==> src/hw/rtl/wsc_pkg.sv <==
// shared constants and controller/datapath interface types for the window statistics block
package wsc_pkg;

  localparam int VOLT_W      = 13;
  localparam int GAIN_W      = 20;
  localparam int GAIN_FRAC   = 16;
  localparam int DIST_W      = 14;
  localparam int QUO_W       = 14;
  localparam int PROD_W      = VOLT_W + GAIN_W;

  localparam logic [DIST_W-1:0] DIST_MAX  = 14'd16383;
  localparam logic [GAIN_W-1:0] GAIN_RESET = 20'd177558;

  localparam int WSC_WINDOW_SAMPLES = 32;

  // commands from the controller to the datapath
  typedef struct packed {
    logic capture;
    logic scale;
    logic accum;
    logic prod;
    logic diff;
    logic sqrt_step;
    logic div_load;
    logic out_load;
    logic close;
  } wsc_cmd_t;

  // status from the datapath to the controller
  typedef struct packed {
    logic last;
  } wsc_status_t;

endpackage

==> src/hw/rtl/wsc_cdiv.sv <==
// division by a fixed divisor through multiplication by its rounded-up reciprocal
module wsc_cdiv
  import wsc_pkg::*;
#(
  parameter int DIVISOR    = WSC_WINDOW_SAMPLES,
  parameter int DIVIDEND_W = DIST_W + $clog2(WSC_WINDOW_SAMPLES)
) (
  input  logic                  clk,
  input  logic                  load,
  input  logic [DIVIDEND_W-1:0] dividend,
  output logic [QUO_W-1:0]      quotient
);

  // shifting by dividend width plus ceil(log2 divisor) keeps the rounding
  // error below one quotient step over the whole dividend range
  localparam int                SHIFT   = DIVIDEND_W + $clog2(DIVISOR);
  localparam int                RECIP_W = DIVIDEND_W + 1;
  localparam int                MUL_W   = DIVIDEND_W + RECIP_W;
  localparam longint unsigned   RECIP   =
    ((64'd1 << SHIFT) + 64'(DIVISOR) - 64'd1) / 64'(DIVISOR);
  localparam logic [RECIP_W-1:0] RECIP_C = RECIP_W'(RECIP);

  logic [MUL_W-1:0] mul;
  logic [QUO_W-1:0] quo_r;
  logic [QUO_W-1:0] quo_nxt;

  assign mul     = MUL_W'(dividend) * MUL_W'(RECIP_C);
  assign quo_nxt = load ? mul[SHIFT +: QUO_W] : quo_r;

  always_ff @(posedge clk) begin
    quo_r <= quo_nxt;
  end

  assign quotient = quo_r;

endmodule

==> src/hw/rtl/wsc_datapath.sv <==
// scaling, accumulators, square root and output registers
module wsc_datapath
  import wsc_pkg::*;
#(
  parameter int WINDOW_SAMPLES = WSC_WINDOW_SAMPLES
) (
  input  logic               clk,
  input  logic               rst_n,
  input  wsc_cmd_t           cmd,
  output wsc_status_t        status,
  input  logic [VOLT_W-1:0]  in_voltage_mv,
  input  logic               cfg_wr_en,
  input  logic [GAIN_W-1:0]  cfg_wr_data,
  output logic [DIST_W-1:0]  out_distance_mm,
  output logic               out_window_done,
  output logic [DIST_W-1:0]  out_window_mean,
  output logic [DIST_W-1:0]  out_window_max,
  output logic [DIST_W-1:0]  out_window_min,
  output logic [DIST_W-1:0]  out_window_deviation
);

  localparam int LOG_N  = $clog2(WINDOW_SAMPLES);
  localparam int POS_W  = LOG_N;
  localparam int SUM_W  = DIST_W + LOG_N;
  localparam int SQ_W   = 2 * DIST_W + LOG_N;
  localparam int DIFF_W = 2 * SUM_W;
  localparam int ROOT_W = SUM_W;
  localparam int REM_W  = ROOT_W + 2;

  logic [GAIN_W-1:0]     gain_r;
  logic [PROD_W-1:0]     prod_r;
  logic [DIST_W-1:0]     dist_r;
  logic [POS_W-1:0]      pos_r;
  logic [SUM_W-1:0]      sum_r;
  logic [SQ_W-1:0]       sq_r;
  logic [DIST_W-1:0]     max_r;
  logic [DIST_W-1:0]     min_r;
  logic [DIFF_W-1:0]     nsq_r;
  logic [DIFF_W-1:0]     ssq_r;
  logic [DIFF_W-1:0]     rad_r;
  logic [REM_W-1:0]      rem_r;
  logic [ROOT_W-1:0]     root_r;

  logic [PROD_W-GAIN_FRAC-1:0] scaled;
  logic [2*DIST_W-1:0]         dist_sq;
  logic [REM_W-1:0]            rem_sh;
  logic [REM_W-1:0]            trial;
  logic [QUO_W-1:0]            mean_q;
  logic [QUO_W-1:0]            dev_q;
  logic                        pos_last;

  assign scaled   = prod_r[PROD_W-1:GAIN_FRAC];
  assign dist_sq  = (2*DIST_W)'(dist_r) * (2*DIST_W)'(dist_r);
  assign pos_last = (pos_r == POS_W'(WINDOW_SAMPLES - 1));
  assign status.last = pos_last;

  // one result digit per step: bring down two radicand bits, try 4q+1
  assign rem_sh = {rem_r[REM_W-3:0], rad_r[DIFF_W-1 -: 2]};
  assign trial  = {root_r, 2'b01};

  always_ff @(posedge clk) begin
    if (!rst_n) begin
      gain_r <= GAIN_RESET;
    end else if (cfg_wr_en) begin
      gain_r <= cfg_wr_data;
    end
  end

  // window state
  always_ff @(posedge clk) begin
    if (!rst_n) begin
      pos_r <= '0;
      sum_r <= '0;
      sq_r  <= '0;
      max_r <= '0;
      min_r <= '0;
    end else if (cmd.accum) begin
      pos_r <= pos_last ? '0 : pos_r + POS_W'(1);
      sum_r <= sum_r + SUM_W'(dist_r);
      sq_r  <= sq_r + SQ_W'(dist_sq);
      if (pos_r == '0) begin
        max_r <= dist_r;
        min_r <= dist_r;
      end else begin
        if (dist_r > max_r) max_r <= dist_r;
        if (dist_r < min_r) min_r <= dist_r;
      end
    end else if (cmd.out_load && cmd.close) begin
      sum_r <= '0;
      sq_r  <= '0;
    end
  end

  // scaling, products and square root
  always_ff @(posedge clk) begin
    if (cmd.capture) begin
      prod_r <= PROD_W'(in_voltage_mv) * PROD_W'(gain_r);
    end
    if (cmd.scale) begin
      dist_r <= (scaled > (PROD_W-GAIN_FRAC)'(DIST_MAX)) ? DIST_MAX : scaled[DIST_W-1:0];
    end
    if (cmd.prod) begin
      nsq_r <= DIFF_W'(sq_r) * DIFF_W'(WINDOW_SAMPLES);
      ssq_r <= DIFF_W'(sum_r) * DIFF_W'(sum_r);
    end
    if (cmd.diff) begin
      rad_r  <= (nsq_r > ssq_r) ? nsq_r - ssq_r : '0;
      rem_r  <= '0;
      root_r <= '0;
    end else if (cmd.sqrt_step) begin
      rad_r <= rad_r << 2;
      if (rem_sh >= trial) begin
        rem_r  <= rem_sh - trial;
        root_r <= {root_r[ROOT_W-2:0], 1'b1};
      end else begin
        rem_r  <= rem_sh;
        root_r <= {root_r[ROOT_W-2:0], 1'b0};
      end
    end
  end

  wsc_cdiv #(
    .DIVISOR    (WINDOW_SAMPLES),
    .DIVIDEND_W (SUM_W)
  ) u_mean_div (
    .clk      (clk),
    .load     (cmd.div_load),
    .dividend (sum_r),
    .quotient (mean_q)
  );

  wsc_cdiv #(
    .DIVISOR    (WINDOW_SAMPLES),
    .DIVIDEND_W (ROOT_W)
  ) u_dev_div (
    .clk      (clk),
    .load     (cmd.div_load),
    .dividend (root_r),
    .quotient (dev_q)
  );

  always_ff @(posedge clk) begin
    if (cmd.out_load) begin
      out_distance_mm      <= dist_r;
      out_window_done      <= cmd.close;
      out_window_mean      <= cmd.close ? mean_q : '0;
      out_window_max       <= cmd.close ? max_r : '0;
      out_window_min       <= cmd.close ? min_r : '0;
      out_window_deviation <= cmd.close ? dev_q : '0;
    end
  end

`ifndef SYNTHESIS
  a_min_le_max: assert property (@(posedge clk) disable iff (!rst_n)
    (pos_r != '0) |-> (min_r <= max_r))
    else $error("window min above window max");
`endif

endmodule

==> src/hw/rtl/wsc_ctrl.sv <==
// sequencing state machine for the window statistics block
module wsc_ctrl
  import wsc_pkg::*;
#(
  parameter int WINDOW_SAMPLES = WSC_WINDOW_SAMPLES
) (
  input  logic        clk,
  input  logic        rst_n,
  input  logic        in_valid,
  output logic        in_stall,
  output logic        out_valid,
  input  logic        out_stall,
  output wsc_cmd_t    cmd,
  input  wsc_status_t status
);

  localparam int ROOT_W = DIST_W + $clog2(WINDOW_SAMPLES);
  localparam int STEP_W = $clog2(ROOT_W);

  typedef enum logic [7:0] {
    ST_IDLE  = 8'b00000001,
    ST_SCALE = 8'b00000010,
    ST_ACCUM = 8'b00000100,
    ST_PROD  = 8'b00001000,
    ST_DIFF  = 8'b00010000,
    ST_SQRT  = 8'b00100000,
    ST_DLOAD = 8'b01000000,
    ST_OUT   = 8'b10000000
  } wsc_state_t;

  wsc_state_t        state_r;
  wsc_state_t        state_nxt;
  logic [STEP_W-1:0] cnt_r;
  logic [STEP_W-1:0] cnt_nxt;
  logic              close_r;
  logic              close_nxt;
  logic              out_valid_r;
  logic              out_valid_nxt;
  logic              out_free;

  assign out_free  = !out_valid_r || !out_stall;
  assign in_stall  = (state_r != ST_IDLE);
  assign out_valid = out_valid_r;

  assign cmd.capture   = (state_r == ST_IDLE) && in_valid;
  assign cmd.scale     = (state_r == ST_SCALE);
  assign cmd.accum     = (state_r == ST_ACCUM);
  assign cmd.prod      = (state_r == ST_PROD);
  assign cmd.diff      = (state_r == ST_DIFF);
  assign cmd.sqrt_step = (state_r == ST_SQRT);
  assign cmd.div_load  = (state_r == ST_DLOAD);
  assign cmd.out_load  = (state_r == ST_OUT) && out_free;
  assign cmd.close     = close_r;

  always_comb begin
    state_nxt = state_r;
    cnt_nxt   = cnt_r;
    close_nxt = close_r;
    unique case (state_r)
      ST_IDLE: begin
        if (in_valid) state_nxt = ST_SCALE;
      end
      ST_SCALE: begin
        state_nxt = ST_ACCUM;
      end
      ST_ACCUM: begin
        close_nxt = status.last;
        state_nxt = status.last ? ST_PROD : ST_OUT;
      end
      ST_PROD: begin
        state_nxt = ST_DIFF;
      end
      ST_DIFF: begin
        cnt_nxt   = STEP_W'(ROOT_W - 1);
        state_nxt = ST_SQRT;
      end
      ST_SQRT: begin
        if (cnt_r == '0) begin
          state_nxt = ST_DLOAD;
        end else begin
          cnt_nxt = cnt_r - STEP_W'(1);
        end
      end
      ST_DLOAD: begin
        state_nxt = ST_OUT;
      end
      ST_OUT: begin
        if (out_free) state_nxt = ST_IDLE;
      end
      default: begin
        state_nxt = ST_IDLE;
      end
    endcase
  end

  always_comb begin
    if (cmd.out_load) begin
      out_valid_nxt = 1'b1;
    end else begin
      out_valid_nxt = out_valid_r && out_stall;
    end
  end

  always_ff @(posedge clk) begin
    if (!rst_n) begin
      state_r     <= ST_IDLE;
      cnt_r       <= '0;
      close_r     <= 1'b0;
      out_valid_r <= 1'b0;
    end else begin
      state_r     <= state_nxt;
      cnt_r       <= cnt_nxt;
      close_r     <= close_nxt;
      out_valid_r <= out_valid_nxt;
    end
  end

`ifndef SYNTHESIS
  a_out_from_load: assert property (@(posedge clk) disable iff (!rst_n)
    $rose(out_valid_r) |-> $past(state_r == ST_OUT))
    else $error("result beat raised outside the output state");

  a_no_early_result: assert property (@(posedge clk) disable iff (!rst_n)
    cmd.capture |=> !cmd.out_load ##1 !cmd.out_load)
    else $error("result loaded before the sample was scaled and accumulated");

  a_sqrt_on_close: assert property (@(posedge clk) disable iff (!rst_n)
    (state_r == ST_SQRT) |-> close_r)
    else $error("statistics sequence running on a sample that does not close a window");
`endif

endmodule

==> src/hw/rtl/sonar_window_statistics_top.sv <==
// top level of the sonar window statistics block
//
// each input beat carries a sonar voltage in millivolts; it is scaled to a
// distance in millimetres by the Q4.16 gain register (floor of voltage times
// gain over 65536, saturated at 16383) and gives exactly one result beat.
// distance sum, sum of squares, min and max are kept per window of
// WINDOW_SAMPLES samples; the first sample of a window reloads min and max.
// the beat that closes a window also carries window_done, the mean, min,
// max and the standard deviation floor(isqrt(N*sumsq - sum^2) / N), and the
// sums clear; other beats carry zeros in the statistics fields.
// one sample is worked on at a time: an ordinary sample goes from input beat
// to result register through capture multiply, saturate, accumulate and
// output load. a window-closing sample also runs the products, the
// difference, the bit-per-step square root over the variance term and the
// divider load, where mean and deviation each come from one multiplication
// by the reciprocal of N. the result register lets the next sample be taken
// while a finished beat still waits downstream. the gain register is to be
// written by the user with cfg_wr_en/cfg_wr_data only while no sample is in
// flight; the block itself does not enforce this.
module sonar_window_statistics_top
  import wsc_pkg::*;
#(
  parameter int WINDOW_SAMPLES = WSC_WINDOW_SAMPLES
) (
  input  logic              clk,
  input  logic              rst_n,
  // input channel
  input  logic              in_valid,
  output logic              in_stall,
  input  logic [VOLT_W-1:0] in_voltage_mv,
  // result channel
  output logic              out_valid,
  input  logic              out_stall,
  output logic [DIST_W-1:0] out_distance_mm,
  output logic              out_window_done,
  output logic [DIST_W-1:0] out_window_mean,
  output logic [DIST_W-1:0] out_window_max,
  output logic [DIST_W-1:0] out_window_min,
  output logic [DIST_W-1:0] out_window_deviation,
  // gain register write port
  input  logic              cfg_wr_en,
  input  logic [GAIN_W-1:0] cfg_wr_data
);

  wsc_cmd_t    cmd;
  wsc_status_t status;

  // sequencer: handshakes and step counting
  wsc_ctrl #(
    .WINDOW_SAMPLES (WINDOW_SAMPLES)
  ) u_ctrl (
    .clk       (clk),
    .rst_n     (rst_n),
    .in_valid  (in_valid),
    .in_stall  (in_stall),
    .out_valid (out_valid),
    .out_stall (out_stall),
    .cmd       (cmd),
    .status    (status)
  );

  // arithmetic, window state and result register
  wsc_datapath #(
    .WINDOW_SAMPLES (WINDOW_SAMPLES)
  ) u_datapath (
    .clk                  (clk),
    .rst_n                (rst_n),
    .cmd                  (cmd),
    .status               (status),
    .in_voltage_mv        (in_voltage_mv),
    .cfg_wr_en            (cfg_wr_en),
    .cfg_wr_data          (cfg_wr_data),
    .out_distance_mm      (out_distance_mm),
    .out_window_done      (out_window_done),
    .out_window_mean      (out_window_mean),
    .out_window_max       (out_window_max),
    .out_window_min       (out_window_min),
    .out_window_deviation (out_window_deviation)
  );

endmodule
==> config.mk <==
export PLATFORM = sky130hd
export DESIGN_NAME = sonar_window_statistics_top
export DESIGN_NICKNAME = d
export VERILOG_FILES = /design/src/hw/rtl/wsc_pkg.sv /design/src/hw/rtl/wsc_cdiv.sv /design/src/hw/rtl/wsc_datapath.sv /design/src/hw/rtl/wsc_ctrl.sv /design/src/hw/rtl/sonar_window_statistics_top.sv
export SDC_FILE = /design/constraint.sdc
export NUM_CORES = 2
export LEC_CHECK = 0
export BUFFER_PORTS_ARGS = -buffer_cell sky130_fd_sc_hd__buf_4
export CAP_MARGIN = 10
export CORE_MARGIN = 4
export CORE_UTILIZATION = 60
export CTS_CLUSTER_SIZE = 25
export DETAILED_ROUTE_END_ITERATION = 10
export HOLD_SLACK_MARGIN = 0.02
export PLACE_DENSITY = 0.8
export SLEW_MARGIN = 20
export SYNTH_ARGS = -nofsm -noshare
export SYNTH_HDL_FRONTEND = slang
export SYNTH_SLANG_ARGS = --single-unit
==> constraint.sdc <==
create_clock -name clk -period 17.3 [get_ports clk]
set_clock_uncertainty 0.2 [all_clocks]
set_input_delay 4.325 -clock clk [delete_from_list [all_inputs] [get_ports clk]]
set_output_delay 4.325 -clock clk [all_outputs]
set_load 0.1 [all_outputs]
======== After elaboration in Yosys (flattened, before gate mapping) ========
Index checks and enable logic that the tools add are counted.
Widths: inputs -> output; s select.
cells by class
  add/sub/neg operators ................... 6
  multipliers ............................. 3
  divide/modulo/power cells ............... 0
  $lt $le $gt $ge ......................... 5
  equal/unequal tests ..................... 14
  shifts and indexed selects .............. 0
  mux-type cells .......................... 22
  bitwise logic cells ..................... 0
  reduce and logical (&&, ||, !) cells .... 17
operators by type and width
  kind                  count
  $mux 38               3
  $mux 33               2
  $pmux 8 s8            1
  $mux 19               3
  $mux 14               4
  $gt 38x38->1          1
  $mul 19x19->38        1
  $sub 38x38->38        1
  $add 33x28->33        1
  $mul 13x20->33        1
  $mux 8                4
  $mul 14x14->28        1
  $ge 21x21->1          1
  $add 19x14->19        1
  $sub 19x19->19        1
  $gt 17x14->1 const B  1
  $gt 14x14->1          1
  $lt 14x14->1          1
  $logic_not 5->1       2
  $mux 5                2
  $pmux 5 s2            1
  $eq 8x1->1 const B    1
  $eq 8x2->1 const B    1
  $eq 8x3->1 const B    1
  other kinds (18)      30
storage, ports and cells
  flip-flop bits (word level) ............. 413
  latch bits .............................. 0
  bits in writable memories ............... 0
  bits in read-only memories .............. 0
  input port bits ......................... 38
  output and inout port bits .............. 73
  logic and storage cells ................. 92
  memories ................................ 0

======== Longest topological paths before layout ========
  depth after elaboration ................. 6
  gate-level depth with buffers ........... 25
  mapped depth without buffers ............ 24

======== By module ========
From an unflattened synthesis, not the netlist that was laid out.
second synthesis, totals
  cells, all modules ...................... 4396
  area, all modules ....................... 42673.4 um^2
modules (own cells, without submodules)
  module        times used  cells an instance  area an instance (um^2)
  wsc_datapath  1           4283               41061.9
  wsc_cdiv      2           14                 420.4
  wsc_ctrl      1           85                 770.7

======== Worst setup path before layout ========
No wires, ideal clock.
  path type ............................... input-to-reg
  from .................................... in in_voltage_mv[1]
  to ...................................... reg u_datapath.prod_r[32], data pin
  data arrival time ....................... 9.493 ns
  required time ........................... 16.841 ns
  path slack .............................. 7.347 ns
  cell stages on the path ................. 21
  cell sequence ........................... clkbuf_1 clkbuf_1 nand2_1 fa_1 inv_1 fa_1 fa_1 inv_1 fa_1 inv_1 fa_1 ha_1 nand3_1 o211ai_1 a41oi_1 a21oi_1 or2_2 a2111oi_0 o31ai_1 a21oi_1 xnor2_1
on the way
  longest elaborated chain between the ends .. 1
ends and longest elaborated chain
  what                  line                               text
  from (decl)           sonar_window_statistics_top.sv:30  input logic [VOLT_W-1:0] in_voltage_mv,
  $mul 13x20->33        wsc_datapath.sv:97                 prod_r <= PROD_W'(in_voltage_mv) * PROD_W'(gain_r);
  to (signal assigned)  wsc_datapath.sv:97
  to (decl)             wsc_datapath.sv:31                 logic [PROD_W-1:0] prod_r;
No other way between the ends.
A chain may end at the register's enable or synchronous reset.

======== Worst setup path after layout ========
  from .................................... in in_voltage_mv[4]
  to ...................................... reg u_datapath.prod_r[32], data pin
The elaborated chain is that of the path after synthesis.

==> qor.csv <==
metric,value,unit
vias in the first global route,31400,
fin crit share,54.4,%
maximum number of pins on one net before global-route repair,73,
sequential share of the synthesized area,24.3,%
PwrDens,91.6,mW/mm^2
most frequent cell after synthesis,inv_1,
Synth area leader,fa_1,
Post-synth EDFFs,237,
# DRC,0,
WS Path Type,in2reg,
Syn Std Cell Area,0.0423,sq mm
via/cell ratio,5.58,
fraction of registers with async set or reset after synthesis,0,%
Num CTS Buffers,47,
post-synthesis mux area share,1.24,%
crit end category,register,
worst vdd ir,0.132,mV
Worst-path clk slew,0.06,ns
area share of the largest cell type after synthesis,28.0,%
DRT Pass-1 Iters,5,
Synth Area in XOR/XNOR,2.94,%
main flop type after synthesis,edfxtp_1,
largest family of logic cells by synthesized area,adder cells,
layout cells sized above 1,6.17,%
gate count of the mapped netlist,4335,
clk sinks,395,
synthesized-area fraction occupied by and/or/nand/nor cells,13.4,%
first-pass GRT wire length,156,mm
syn nets,5356,
worst path bufs/invs,4,
port bufs,110,
CTS H-tree depth,2,
final setup fails,0,
Post-Route Utilization,65.2,%
nets,5394,
initial antenna violation count,1,
Initial Utilization,60.5,%
status,completed,
pins over their slew limit,0,
Post-CTS Setup Bufs,0,
Reg area,0.0103,sq mm
Worst-Skew Late Latency,0.63,ns
setup TNS,0,ns
"antenna viol nets, final",0,
"Avg Cell Area, Syn",9.75,sq um
minimum clock period,9.42,ns
"Data required, critical path",17.46,ns
gp weighted congestion,0.881,
maxcap violations,0,
post-synthesis compound-gate area fraction,9.00,%
CP most frequent cell,fa_1,
total die area,0.0747,sq mm
"Arr. time, crit path",9.58,ns
die height,273,microns
GR Util All Layers,25.8,%
#FFs+latches synth,395,
Die W,273,microns
CTS Root Cell,clkbuf_16,
drt wl/cell,17.4,microns
overall power,4.17,mW
"Max FO, Critical Path",20,
biggest cell delay along the critical path,0.60,ns
post-CTS resize count,0,
Max transition margin,32.0,%
synth warn,0,
"delay-heaviest family, CP",adder cells,
Clock Path Buffers,3,
Synth cell types,92,
Leak,22.3,nW
crit path launch,in_voltage_mv[4],
CTS tree,built,
critical path launch point type,input pin,
RSZ-0062 raised after global routing,no,
Post-synth top cells,"891 x inv_1, 592 x fa_1, 438 x nand2_1",
dpl hpwl,70.4,mm
multi-input gate area in the final layout,0.0280,sq mm
main area contributors after synthesis,"fa_1 28%, edfxtp_1 17%, ha_1 12%",
routed vias,29900,
total congestion overflow,0,
CTS Hold Bufs,0,
Rows,97,
IO Pins,111,
adder-cell share of the synthesized area,39.6,%
drt initial violations,1980,
final hold violations,0,
RR Startpoint,u_datapath.dist_r[10],
Worst-Margin Slew,1.02,ns
Fillers,5465,
CP Cell Sequence,buf_4 > nand2_1 > fa_1 > fa_1 > fa_1 > inv_1 > fa_1 > inv_1 > fa_1 > inv_1 > ha_1 > a21oi_1 > o21ai_0 > a41oi_1 > a21oi_1 > or2_2 > a2111oi_0 > o31ai_1 > a21oi_1 > xnor2_1,
Total Wirelength,93.2,mm
HP Start,u_datapath.root_r[9],
Core Region,0.0699,sq mm
worst min path class,reg2reg,
crit path max-delay cell type,fa_1,
maximum clock frequency,106,MHz
P&R area growth vs syn,7.82,%
[per-layer routing]
layer	routed length, microns	vias to the layer above	track usage, %
met4	3290	0	8.75
met2	46500	918	45.4
met5	0	-	0
li1	-	13900	-
met1	37600	14900	32.8
met3	5680	228	3.67
[report_power, final]
group,switching [mW],total [mW],internal (mW)
clock,0.425,1.03,0.607
combinational,1.15,2.04,0.888
sequential,0.0222,1.10,1.08
[cells in the final DEF (no fill, tap or decap), types with 7 or more instances in the layout]
master	Yosys	layout
nand3_1	62	61
and2_1	262	262
nor4_1	13	13
a21boi_0	11	11
xnor2_1	96	96
clkbuf_16	0	47
a21o_1	78	78
o21a_1	23	23
o31ai_1	8	8
or3_1	10	10
ha_1	391	391
nand4_1	25	25
or2_2	10	10
a22oi_1	20	20
a21oi_1	136	134
nand2b_1	43	43
inv_1	891	890
a31oi_1	13	13
nor3_1	37	37
a211oi_1	17	17
clkbuf_1	150	12
clkinv_2	0	7
xor2_1	46	46
nand2_1	438	438
buf_4	5	153
fa_1	592	592
a22o_1	34	34
mux2i_1	48	48
dfxtp_1	158	157
o22ai_1	20	20
nand3b_1	7	7
and3_1	16	15
o211ai_1	15	15
o21ai_0	108	108
nor2b_1	65	65
nor2_1	128	128
o21bai_1	20	20
edfxtp_1	237	237
[worst reg2reg max path, stage by stage, from the launching register on]
cell	delay, ns
edfxtp_1	0.99
nand2_1	0.24
fa_1	0.45
fa_1	0.48
fa_1	0.55
inv_1	0.06
fa_1	0.51
fa_1	0.55
inv_1	0.06
fa_1	0.53
inv_1	0.04
ha_1	0.35
a21o_1	0.20
a21o_1	0.17
a22o_1	0.25
a211oi_1	0.47
o211ai_1	0.16
a221oi_1	0.58
o21bai_1	0.20
xnor2_1	0.26
o21ai_0	0.11
[final cells by class]
class	instances	area share (%)
Timing Repair Buffer	153	2.52
Tap cell	940	2.58
Sequential cell	395	22.6
Multi-Input combinational cell	2884	61.4
Clock inverter	27	0.788
Clock buffer	61	2.74
Antenna cell	2	0.0110
Inverter	892	7.35
[state kept, by name (all words and copies together), names as in the netlist, 8 cells and up]
name	count
u_ctrl.state_r	8
u_datapath.dist_r	14
u_datapath.gain_r	20
u_datapath.max_r	14
u_datapath.min_r	14
u_datapath.nsq_r	33
u_datapath.out_distance_mm	14
u_datapath.out_window_deviation	14
u_datapath.out_window_max	14
u_datapath.out_window_mean	14
u_datapath.out_window_min	14
u_datapath.prod_r	17
u_datapath.rad_r	37
u_datapath.rem_r	19
u_datapath.root_r	19
u_datapath.sq_r	33
u_datapath.ssq_r	37
u_datapath.sum_r	19
u_datapath.u_dev_div.quotient	14
u_datapath.u_mean_div.quotient	14
[cell families (layout without fill, tap and decap cells)]
family	count (synthesis)	count (layout)
mux	52	52
other cells	0	2
buf+inv	1056	1133
flops	395	395
fa+ha+maj	983	983
simple gates	1138	1138
xor+xnor	142	142
compound gates	569	569
[stage by stage]
| stage | hold slack (ns) | cell area (sq um) | instances | worst slack [ns] |
|---|---|---|---|---|
| 2_1_floorplan | 0.206 | 42300 | 4335 | 7.35 |
| 3_3_place_gp | 0.212 | 43900 | 5264 | 7.33 |
| 3_5_place_dp | 0.215 | 43900 | 5264 | 7.27 |
| 4_1_cts | 0.230 | 45600 | 5352 | 7.92 |
| 5_1_grt | 0.245 | 45600 | 5352 | 7.65 |
| 6_report | 0.227 | 45600 | 5354 | 7.88 |
[final timing paths]
kind                                      endpoint  slack (ns)  depth (start not counted)
setup reg to reg               u_datapath.sq_r[25]        9.69                         20
setup / recovery             u_datapath.prod_r[32]        7.88                         20
hold reg to reg   u_datapath.u_dev_div.quotient[4]        0.23                          0
hold / removal    u_datapath.u_dev_div.quotient[4]        0.23                          0
No activity file was read; power rests on OpenSTA's default activity.
